File: config.mk
export PLATFORM = sky130hd
export DESIGN_NAME = delta_list_timer_queue
export DESIGN_NICKNAME = d
export VERILOG_FILES = /design/src/rtl/dltq_pkg.sv /design/src/rtl/delta_list_timer_queue.sv
export SDC_FILE = /design/constraint.sdc
export NUM_CORES = 2
export LEC_CHECK = 0
export ABC_AREA = 1
export BUFFER_PORTS_ARGS = -buffer_cell sky130_fd_sc_hd__buf_2
export CORE_ASPECT_RATIO = 0.9
export CORE_UTILIZATION = 65
export CTS_BUF_LIST = sky130_fd_sc_hd__clkbuf_4 sky130_fd_sc_hd__clkbuf_8
export DETAILED_ROUTE_END_ITERATION = 8
export PLACE_DENSITY = 0.8
export SETUP_SLACK_MARGIN = 0.3
export SYNTH_ARGS = -nofsm -noshare
export SYNTH_HDL_FRONTEND = slang
export SYNTH_SLANG_ARGS = --single-unit
File: constraint.sdc
create_clock -name clk -period 7.8 [get_ports clk]
set_input_delay 1.95 -clock clk [delete_from_list [all_inputs] [get_ports clk]]
set_output_delay 1.95 -clock clk [all_outputs]
set_load 0.02 [all_outputs]
File: src/rtl/dltq_pkg.sv
// ----------------------------------------------------------------------------
// dltq_pkg: shared types and constants of the delta-list timer queue
// Slot count, pointer widths and the in/out transfer structs.
// ----------------------------------------------------------------------------
package dltq_pkg;

	localparam int Capacity = 32;
	localparam int SlotW    = $clog2(Capacity);
	localparam int PtrW     = $clog2(Capacity + 1);
	localparam int CountW   = $clog2(Capacity + 1);
	localparam logic [PtrW-1:0] Nil = PtrW'(Capacity);

	typedef enum logic [1:0] {
		ACT_INSERT = 2'd0,
		ACT_CANCEL = 2'd1,
		ACT_TICK   = 2'd2,
		ACT_NONE   = 2'd3
	} action_t;

	localparam logic EV_EXPIRED = 1'b0;
	localparam logic EV_REJECT  = 1'b1;

	typedef struct packed {
		logic [1:0]  action;
		logic [30:0] time_ms;
		logic [31:0] tag;
		logic [15:0] reply_port;
	} in_item_t;

	typedef struct packed {
		logic        event_kind;
		logic [31:0] expired_tag;
		logic [15:0] expired_port;
		logic        last;
	} out_item_t;

endpackage

File: src/rtl/delta_list_timer_queue.sv
// ----------------------------------------------------------------------------
// delta_list_timer_queue: timer queue kept as a linked delta list
// Slots live in one synchronous memory; a sequencer walks the list, one
// slot read per step, and writes entries back.
// ----------------------------------------------------------------------------
//  channel  | dir | handshake          | payload
//  in_item  | in  | in_valid/in_stall  | in_item_t
//  out_item | out | out_valid/out_stall| out_item_t
//
// One item at a time: accept, dispatch, then a memory read and a compare
// and update for each slot walked. Insert and cancel close after the walk.
// A tick adds a head read and an evaluation per expiry, then closes.
// Reset clears the head pointer, slot map and count; the slot memory is
// not cleared. A stalled result holds the sequencer until the result
// register frees.
module delta_list_timer_queue import dltq_pkg::*; (
	input  logic      clk,
	input  logic      arst_n,
	input  logic      in_valid,
	output logic      in_stall,
	input  in_item_t  in_item,
	output logic      out_valid,
	input  logic      out_stall,
	output out_item_t out_item
);

	typedef struct packed {
		logic [30:0]     delta;
		logic [31:0]     tag;
		logic [15:0]     port;
		logic [PtrW-1:0] nxt;
	} slot_t;

	typedef enum logic [8:0] {
		S_IDLE  = 9'b0_0000_0001,
		S_DISP  = 9'b0_0000_0010,
		S_RD    = 9'b0_0000_0100,
		S_EVAL  = 9'b0_0000_1000,
		S_FIX   = 9'b0_0001_0000,
		S_HRD   = 9'b0_0010_0000,
		S_HEVAL = 9'b0_0100_0000,
		S_OUT   = 9'b0_1000_0000,
		S_LINK  = 9'b1_0000_0000
	} state_t;

	slot_t mem [Capacity];
	slot_t rd_q;
	logic             we;
	logic [SlotW-1:0] waddr, raddr;
	slot_t            wdata;

	state_t state_q;
	in_item_t req_q;
	logic [30:0] t_q;
	logic [PtrW-1:0] head_q, cur_q, prev_q, cnxt_q;
	logic [Capacity-1:0] used_q;
	logic [CountW-1:0] count_q;
	logic [SlotW-1:0] free_q;
	logic [30:0] cdelta_q;
	logic ticked_q;
	out_item_t out_q;
	logic out_valid_q;
	slot_t prev_slot_q;
	// one expiry is held back so the final one can carry last
	out_item_t pend_q;

	logic      out_free;
	logic      out_load;
	out_item_t out_next;
	logic      reject_c;

	always_ff @(posedge clk) begin
		if (we) mem[waddr] <= wdata;
		rd_q <= mem[raddr];
	end

	// lowest free slot
	logic [SlotW-1:0] free_c;
	always_comb begin
		free_c = '0;
		for (int i = Capacity - 1; i >= 0; i--)
			if (!used_q[i]) free_c = SlotW'(i);
	end

	assign in_stall  = (state_q != S_IDLE);
	assign out_valid = out_valid_q;
	assign out_item  = out_q;
	assign out_free  = !out_valid_q || !out_stall;
	assign reject_c  = (req_q.action == ACT_INSERT) && (count_q >= CountW'(Capacity));

	always_comb begin
		raddr = cur_q[SlotW-1:0];
		if (state_q == S_FIX && req_q.action == ACT_CANCEL) raddr = cnxt_q[SlotW-1:0];
		else if (state_q == S_HRD || state_q == S_HEVAL) raddr = head_q[SlotW-1:0];
	end

	always_comb begin
		we = 1'b0; waddr = cur_q[SlotW-1:0]; wdata = rd_q;
		unique case (state_q)
			S_EVAL: begin
				unique case (req_q.action)
					ACT_INSERT: begin
						if (cur_q != Nil && !(t_q > rd_q.delta)) begin
							we = 1'b1; wdata.delta = rd_q.delta - t_q;
						end
					end
					ACT_TICK: begin
						if (cur_q != Nil && t_q != '0) begin
							we = 1'b1;
							wdata.delta = (t_q > rd_q.delta) ? '0 : rd_q.delta - t_q;
						end
					end
					default: ;
				endcase
			end
			S_FIX: begin
				// insert: write new slot; cancel: relink predecessor
				if (req_q.action == ACT_INSERT) begin
					we = 1'b1; waddr = free_q;
					wdata.delta = t_q; wdata.tag = req_q.tag;
					wdata.port = req_q.reply_port; wdata.nxt = cur_q;
				end else if (prev_q != Nil) begin
					we = 1'b1; waddr = prev_q[SlotW-1:0];
					wdata = prev_slot_q; wdata.nxt = cnxt_q;
				end
			end
			S_LINK: begin
				// insert behind a predecessor: point it at the new slot
				we = 1'b1; waddr = prev_q[SlotW-1:0];
				wdata = prev_slot_q; wdata.nxt = PtrW'(free_q);
			end
			S_HEVAL: begin
				// cancel second half: add removed delta to follower
				if (req_q.action == ACT_CANCEL) begin
					we = 1'b1; waddr = cnxt_q[SlotW-1:0];
					wdata.delta = rd_q.delta + cdelta_q;
				end
			end
			default: ;
		endcase
	end

	// result register load: reject, or the held expiry once its successor is known
	always_comb begin
		out_load = 1'b0;
		out_next = pend_q;
		if (state_q == S_DISP && reject_c) begin
			out_load = 1'b1;
			out_next = '{EV_REJECT, req_q.tag, req_q.reply_port, 1'b1};
		end else if (state_q == S_HRD && head_q == Nil && ticked_q && out_free) begin
			out_load = 1'b1;
			out_next.last = 1'b1;
		end else if (state_q == S_HEVAL && req_q.action == ACT_TICK && ticked_q && out_free) begin
			out_load = 1'b1;
			out_next.last = (rd_q.delta != '0);
		end
	end

	always_ff @(posedge clk or negedge arst_n) begin
		if (!arst_n) out_valid_q <= 1'b0;
		else if (out_load) out_valid_q <= 1'b1;
		else if (!out_stall) out_valid_q <= 1'b0;
	end

	always_ff @(posedge clk) begin
		if (out_load) out_q <= out_next;
	end

	always_ff @(posedge clk or negedge arst_n) begin
		if (!arst_n) begin
			state_q <= S_IDLE;
			head_q <= Nil;
			used_q <= '0;
			count_q <= '0;
		end else begin
			unique case (state_q)
				S_IDLE: begin
					if (in_valid) begin
						req_q <= in_item;
						t_q <= in_item.time_ms;
						cur_q <= head_q;
						prev_q <= Nil;
						ticked_q <= 1'b0;
						free_q <= free_c;
						state_q <= S_DISP;
					end
				end
				S_DISP: begin
					priority if (reject_c) begin
						state_q <= S_OUT;
					end else if (req_q.action == ACT_NONE) begin
						state_q <= S_IDLE;
					end else if (cur_q == Nil) begin
						priority if (req_q.action == ACT_INSERT) state_q <= S_FIX;
						else if (req_q.action == ACT_TICK) state_q <= S_HRD;
						else state_q <= S_IDLE;
					end else begin
						state_q <= S_RD;
					end
				end
				S_RD: state_q <= S_EVAL;
				S_EVAL: begin
					unique case (req_q.action)
						ACT_INSERT: begin
							if (t_q > rd_q.delta) begin
								t_q <= t_q - rd_q.delta;
								prev_q <= cur_q; prev_slot_q <= rd_q;
								cur_q <= rd_q.nxt;
								state_q <= (rd_q.nxt == Nil) ? S_FIX : S_RD;
							end else begin
								state_q <= S_FIX;
							end
						end
						ACT_CANCEL: begin
							if (rd_q.tag == req_q.tag) begin
								cnxt_q <= rd_q.nxt;
								cdelta_q <= rd_q.delta;
								if (prev_q == Nil) head_q <= rd_q.nxt;
								used_q[cur_q[SlotW-1:0]] <= 1'b0;
								count_q <= count_q - CountW'(1);
								state_q <= S_FIX;
							end else begin
								prev_q <= cur_q; prev_slot_q <= rd_q;
								cur_q <= rd_q.nxt;
								state_q <= (rd_q.nxt == Nil) ? S_IDLE : S_RD;
							end
						end
						default: begin // tick
							if (t_q > rd_q.delta) begin
								t_q <= t_q - rd_q.delta;
								cur_q <= rd_q.nxt;
								state_q <= (rd_q.nxt == Nil) ? S_HRD : S_RD;
							end else begin
								t_q <= '0;
								state_q <= S_HRD;
							end
						end
					endcase
				end
				S_FIX: begin
					if (req_q.action == ACT_INSERT) begin
						if (prev_q == Nil) head_q <= PtrW'(free_q);
						used_q[free_q] <= 1'b1;
						count_q <= count_q + CountW'(1);
						state_q <= (prev_q == Nil) ? S_IDLE : S_LINK;
					end else begin
						state_q <= (cnxt_q == Nil) ? S_IDLE : S_HEVAL;
					end
				end
				S_LINK: state_q <= S_IDLE;
				S_HRD: begin
					// head read for expiry
					if (head_q != Nil) state_q <= S_HEVAL;
					else if (!ticked_q) state_q <= S_IDLE;
					else if (out_free) state_q <= S_OUT;
				end
				S_HEVAL: begin
					if (req_q.action == ACT_CANCEL) begin
						state_q <= S_IDLE;
					end else if (rd_q.delta == '0) begin
						// previous expiry must leave before this one is held
						if (!ticked_q || out_free) begin
							pend_q <= '{EV_EXPIRED, rd_q.tag, rd_q.port, 1'b0};
							ticked_q <= 1'b1;
							used_q[head_q[SlotW-1:0]] <= 1'b0;
							count_q <= count_q - CountW'(1);
							head_q <= rd_q.nxt;
							state_q <= S_HRD;
						end
					end else if (!ticked_q) begin
						state_q <= S_IDLE;
					end else if (out_free) begin
						state_q <= S_OUT;
					end
				end
				default: begin // S_OUT
					if (!out_stall) state_q <= S_IDLE;
				end
			endcase
		end
	end

endmodule
Yosys cells after proc, flatten, opt, wreduce, memory -nomap -nowiden
Memories as Yosys holds them, arrays and structs flattened. A register that Yosys moved wholly into a read port is not among the register bits.
Index checks and enable logic that the tools add are counted.

storage, ports and cells
  register bits after elaboration = 367
  bits in latches = 0
  bits in writable memories = 2720
  memory bits (read-only) = 0
  bits of input ports = 85
  memories kept = 1

cells by class
  add/sub/neg operators = 5
  multipliers = 0
  div/mod/pow operators = 0
  magnitude comparators = 8
  eq/ne operators = 40
  shifts and indexed selects = 0
  mux-type cells = 138
  bitwise logic cells = 6
  reduce and logical (&&, ||, !) cells = 45

memory list
  memory  depth  bits a word  read ports  clocked after memory_dff  write ports  line                          text
  mem     32     85           1           1                         1            delta_list_timer_queue.sv:46  slot_t mem [Capacity];

operators by type and width
  kind                                 number
  85-bit two-way mux                   4
  31-bit two-way mux                   7
  32-bit two-way mux                   6
  31-bit case mux with 2 select lines  3
  85-bit case mux with 2 select lines  1
  6-bit two-way mux                    25
  31-bit case mux with 4 select lines  1
  5-bit two-way mux                    24
  9-bit two-way mux                    13
  54-bit case mux with 2 select lines  1
  32-bit case mux with 3 select lines  1
  9-bit case mux with 8 select lines   1
  32-bit bitwise AND                   2
  32-bit NOT                           2
  31-bit nonzero test                  2
  31-bit subtractor                    2
  48-bit two-way mux                   1
  6-bit case mux with 2 select lines   3
  6-bit case mux with 3 select lines   2
  32-bit == test                       1
  4-bit two-way mux                    8
  32-bit bitwise OR                    1
  31-bit adder                         1
  31-bit greater-than comparator       1
  other kinds (49)                     129

Longest topological paths before layout
  depth in word-level cells = 31
  depth in mapped cells = 31

Worst setup path after synthesis
OpenSTA, ideal clock, no wires.

  kind = reg-to-reg
  start point = register, netlist name rd_q[55]
  end point = memory mem[16][0] (netlist bit) (enable)
  library setup time = 529 ps
  data arrival time = 6384 ps
  setup slack = 887 ps
  stages on the path, launching flop included = 20
  path buffers = 0
  period minus slack after synthesis = 6913 ps
  cells stage by stage = dfxtp_1 -> inv_1 -> ha_1 -> nand2_1 -> inv_1 -> a21oi_1 -> o21ai_2 -> a21oi_2 -> o21bai_4 -> a21boi_2 -> nor2_1 -> nor2_1 -> o21bai_1 -> nand2_1 -> nand3_4 -> nand2_4 -> inv_2 -> o21bai_4 -> nand3_1 -> nor2_1

between the ends
  cells in the longest elaborated chain, start to end = 8

RTL lines
  element                                  line                           text
  31-bit greater-than comparator           delta_list_timer_queue.sv:103  if (cur_q != Nil && !(t_q > rd_q.delta)) begin
  1-bit zero test                          delta_list_timer_queue.sv:103
  1-bit logical AND                        delta_list_timer_queue.sv:103
  1-bit two-way mux                        delta_list_timer_queue.sv:103
  1-bit case mux with 2 select lines       delta_list_timer_queue.sv:101  unique case (req_q.action)
  1-bit case mux with 4 select lines       delta_list_timer_queue.sv:99   unique case (state_q)
  1-bit two-way mux                        delta_list_timer_queue.sv:73   if (we) mem[waddr] <= wdata;
  1-bit two-way mux (not written as such)  delta_list_timer_queue.sv:73
  end, declared                            delta_list_timer_queue.sv:46

No other way between the ends.

Final worst setup path
  start point = register, netlist name rd_q[55]
  end point = memory mem[19][56] (netlist bit) (enable)

between the ends
  cells in the longest elaborated chain, start to end = 8

RTL lines
  element                                  line
  31-bit greater-than comparator           delta_list_timer_queue.sv:103
  1-bit zero test                          delta_list_timer_queue.sv:103
  1-bit logical AND                        delta_list_timer_queue.sv:103
  1-bit two-way mux                        delta_list_timer_queue.sv:103
  1-bit case mux with 2 select lines       delta_list_timer_queue.sv:101
  1-bit case mux with 4 select lines       delta_list_timer_queue.sv:99
  1-bit two-way mux                        delta_list_timer_queue.sv:73
  1-bit two-way mux (not written as such)  delta_list_timer_queue.sv:73

No other way between the ends.

==> metrics.md <==
| Metric | Value |
|---|---|
| Run status | finished with violations |
| Violated checks | DRC |
| Commonest cells post-synth | edfxtp_1, nor2_1, o21ai_0 |
| Period utilization | 79.1% |
| Initial DRC count | 15215 |
| Gate Count Post-Synth | 10559 |
| Chip width | 475 um |
| Die Ht | 427 um |
| Max VDD drop | 0.288 mV |
| Starting Density | 65.7% |
| Area Growth Syn to Fin | 10.4% |
| Post-layout minimum cycle time | 6.17 ns |
| Via density | 6.69 |
| Wire length per cell | 27.9 um |
| CP Class | reg -> reg |
| Mapped Nets | 10743 |
| Final-report max-slew violation count | 0 |
| Total gr overflow | 0 |
| Leakage | 48.7 nW |
| RSZ-0062 raised after global routing | no |
| Layout cells sized above 1 | 11.3% |
| Synth unique cells | 66 |
| CTS max path bufs | 4 |
| Post-DRT Antenna Nets | 0 |
| Die Area | 0.203 mm2 |
| Fillcell total | 12418 |
| Post-synth top flop | edfxtp_1 |
| WP data required | 8.51 ns |
| WL final | 385000 um |
| Dpl cells | 12941 |
| Sequential share of the synthesized area | 72.0% |
| Met1 Use GR | 54.2% |
| Post-CTS setup buffer count | 0 |
| Port buffer count | 136 |
| DPL Wire Length | 224000 um |
| Residual DRC count | 2 |
| Clk pin slew, worst setup/hold paths | 0.06 ns |
| Syn Area/Cell | 12.4 um2 |
| Hold Buf Count CTS | 0 |
| Largest fanout on the critical path | 26 |
| Vias | 92421 |
| Multi-input gate area | 0.0330 mm2 |
| H-tree levels | 5 |
| Final #Nets | 10931 |
| DRT Pass-1 Iters | 9 |
| Setup Viol. Count Final | 0 |
| Resized cells post-CTS | 0 |
| Max-cap violations | 0 |
| Fin. Hold Viols | 0 |
| Clk_lat worst skew | 1.16 ns |
| Internal Pwr Total | 32.8 mW |
| Register area | 0.0941 mm2 |
| Root buf cell | clkbuf_8 |
| Setup TNS | 0 ns |
| Synth top area share | 69.7% |
| Count leader, synth | edfxtp_1 |
| Mapped Area | 0.131 mm2 |
| Switch Pwr | 19.7 mW |
| Grt met2 use | 54.0% |
| GRT Total Usage | 37.7% |
| Synth area leader | edfxtp_1 |
| Core area | 0.199 mm2 |
| TritonCTS Sinks | 3172 |
| Synth warn | 0 |
| Worst-Margin Slew | 1.31 ns |
| Ys async rst share | 1.70% |
| Largest net degree at the start of global routing | 243 |
| Min-delay worst type | reg -> reg |
| Power density cells | 364 mW/mm2 |
| Num CTS Buffers | 473 |
| Sw Ratio | 37.6% |
| Top Usage Layer GRT | met1 |
| F_max | 0.162 GHz |
| GR Util met3 | 10.1% |
| Boundary Pins | 137 |
| CTS tree | yes |
| Clock share of power | 25.4% |
| GPL Wtd Cong | 0.935 |
| Worst Path Arrival | 6.88 ns |
| Power share of the combinational group | 32.2% |
| Finished Layout Cells | 13811 |
| Element type at the critical path end | flop |
| Register bit total from synthesis | 3172 |
| Global-route wire length before repair | 561000 um |
| Post-synth EDFFs | 3033 |
| Slew headroom | 12.4% |
| Setup Skew | 0.106 ns |
| Register-to-register setup slack | 1.63 ns |
| Crit path launch type | flop |
| Part of the power in registers | 42.4% |
| Synth area leaders | edfxtp_1, nor2_1, o32ai_1 |
| Number of global-route vias before repair | 88409 |
| # rows | 155 |
| Initial antenna violation count | 14 |
## critical path: stages (launching register included)
cell      delay [ns]
dfxtp_1         0.61
inv_1           0.21
ha_1            0.42
nand2_1         0.12
inv_1           0.06
a21oi_1         0.30
o21ai_2         0.15
a21oi_2         0.28
o21bai_4        0.10
a21boi_2        0.17
nor2_1          0.06
nor2_1          0.10
o21bai_1        0.09
nand2_1         0.27
nand3_4         0.34
nand2_4         0.31
inv_2           0.16
o21bai_4        0.24
nand3_1         0.35
nor2_4          0.78
buf_4           0.65
## area by class of cell
type,instances,area share [%]
antenna,17,0.0295
clock buffer,638,5.50
clock inverter,215,0.883
inverter,343,0.916
multi-input combinational,6374,22.9
sequential,3172,65.2
tap,2669,2.31
timing repair buffer,383,2.26
## placed cells by master, fill, tap and decap left out, types with 42 or more instances in the layout
| master | netlist | layout |
|---|---|---|
| o21ai_0 | 1025 | 1023 |
| dfrtp_1 | 52 | 52 |
| nor2_1 | 2575 | 2539 |
| o21ai_1 | 216 | 216 |
| clkbuf_8 | 0 | 502 |
| clkinv_2 | 0 | 81 |
| xnor2_1 | 50 | 50 |
| o32ai_1 | 678 | 678 |
| edfxtp_1 | 3033 | 3033 |
| clkbuf_4 | 0 | 136 |
| dfxtp_1 | 85 | 85 |
| nand3_1 | 133 | 130 |
| o22ai_1 | 216 | 216 |
| ha_1 | 95 | 95 |
| clkinv_1 | 5 | 118 |
| buf_12 | 0 | 58 |
| a21oi_1 | 188 | 180 |
| inv_1 | 320 | 318 |
| o211ai_1 | 54 | 54 |
| nand2_1 | 818 | 816 |
| xor2_1 | 42 | 42 |
| buf_2 | 218 | 136 |
| buf_4 | 13 | 189 |
## cells by family after synthesis
logic type               count (synthesis)  share of synthesized area [%]
AO/OA/AOI/OAI                         2525                           12.3
AND/OR/NAND/NOR                       3655                           10.9
buffers and inverters                 1013                           3.21
flip-flops                            3172                           72.0
multiplexers                             3                         0.0230
XOR/XNOR                                92                          0.616
adder cells (fa/ha/maj)                 99                          0.971
## metal layers
layer | share of wire (%) | vias up
met3 | 15 | 1147
li1 | - | 39318
met4 | 5.0 | 6
met5 | 0.037 | -
met1 | 37 | 44469
met2 | 43 | 7481
## state kept, by name (all words and copies together), names as in the netlist
signal       count
free_q           5
cur_q            6
mem           2720
prev_slot_q     79
out_item        50
pend_q          48
t_q             31
cnxt_q           6
rd_q            85
prev_q           6
req_q           50
out_valid        1
ticked_q         1
cdelta_q        31
state_q          9
used_q          32
head_q           6
count_q          6
## power groups by stage
stage               Sequential (mW)  Clock (mW)  Combinational [mW]
floorplan                      22.4           0                9.92
global placement               22.5           0                15.8
detailed placement             22.6           0                16.2
CTS                            22.2        13.3                16.3
global route                   22.3        14.0                17.9
finish                         22.3        13.3                16.9
## per-stage QoR
step                worst slack, ns  utilization (%)  power, mW  cell area, um2  hold WS (ns)
floorplan                     0.887                -       32.3          131000         0.426
global placement               1.76             67.9       38.4          135000         0.441
detailed placement             1.70             67.9       38.8          135000         0.457
CTS                            1.70             72.5       51.9          144000         0.455
global route                   1.44             72.5       54.2          144000         0.470
finish                         1.63             72.5       52.5          144000         0.456
## final timing paths
path                       startpoint  cells after the start     endpoint
min in group asynchronous      arst_n                      1   state_q[1]
hold / removal               rd_q[19]                      0   pend_q[14]
hold reg to reg              rd_q[19]                      0   pend_q[14]
max in group asynchronous      arst_n                      2    used_q[2]
setup / recovery             rd_q[55]                     20  mem[19][56]
setup reg to reg             rd_q[55]                     20  mem[19][56]
Power figures use the tool's default switching activity.
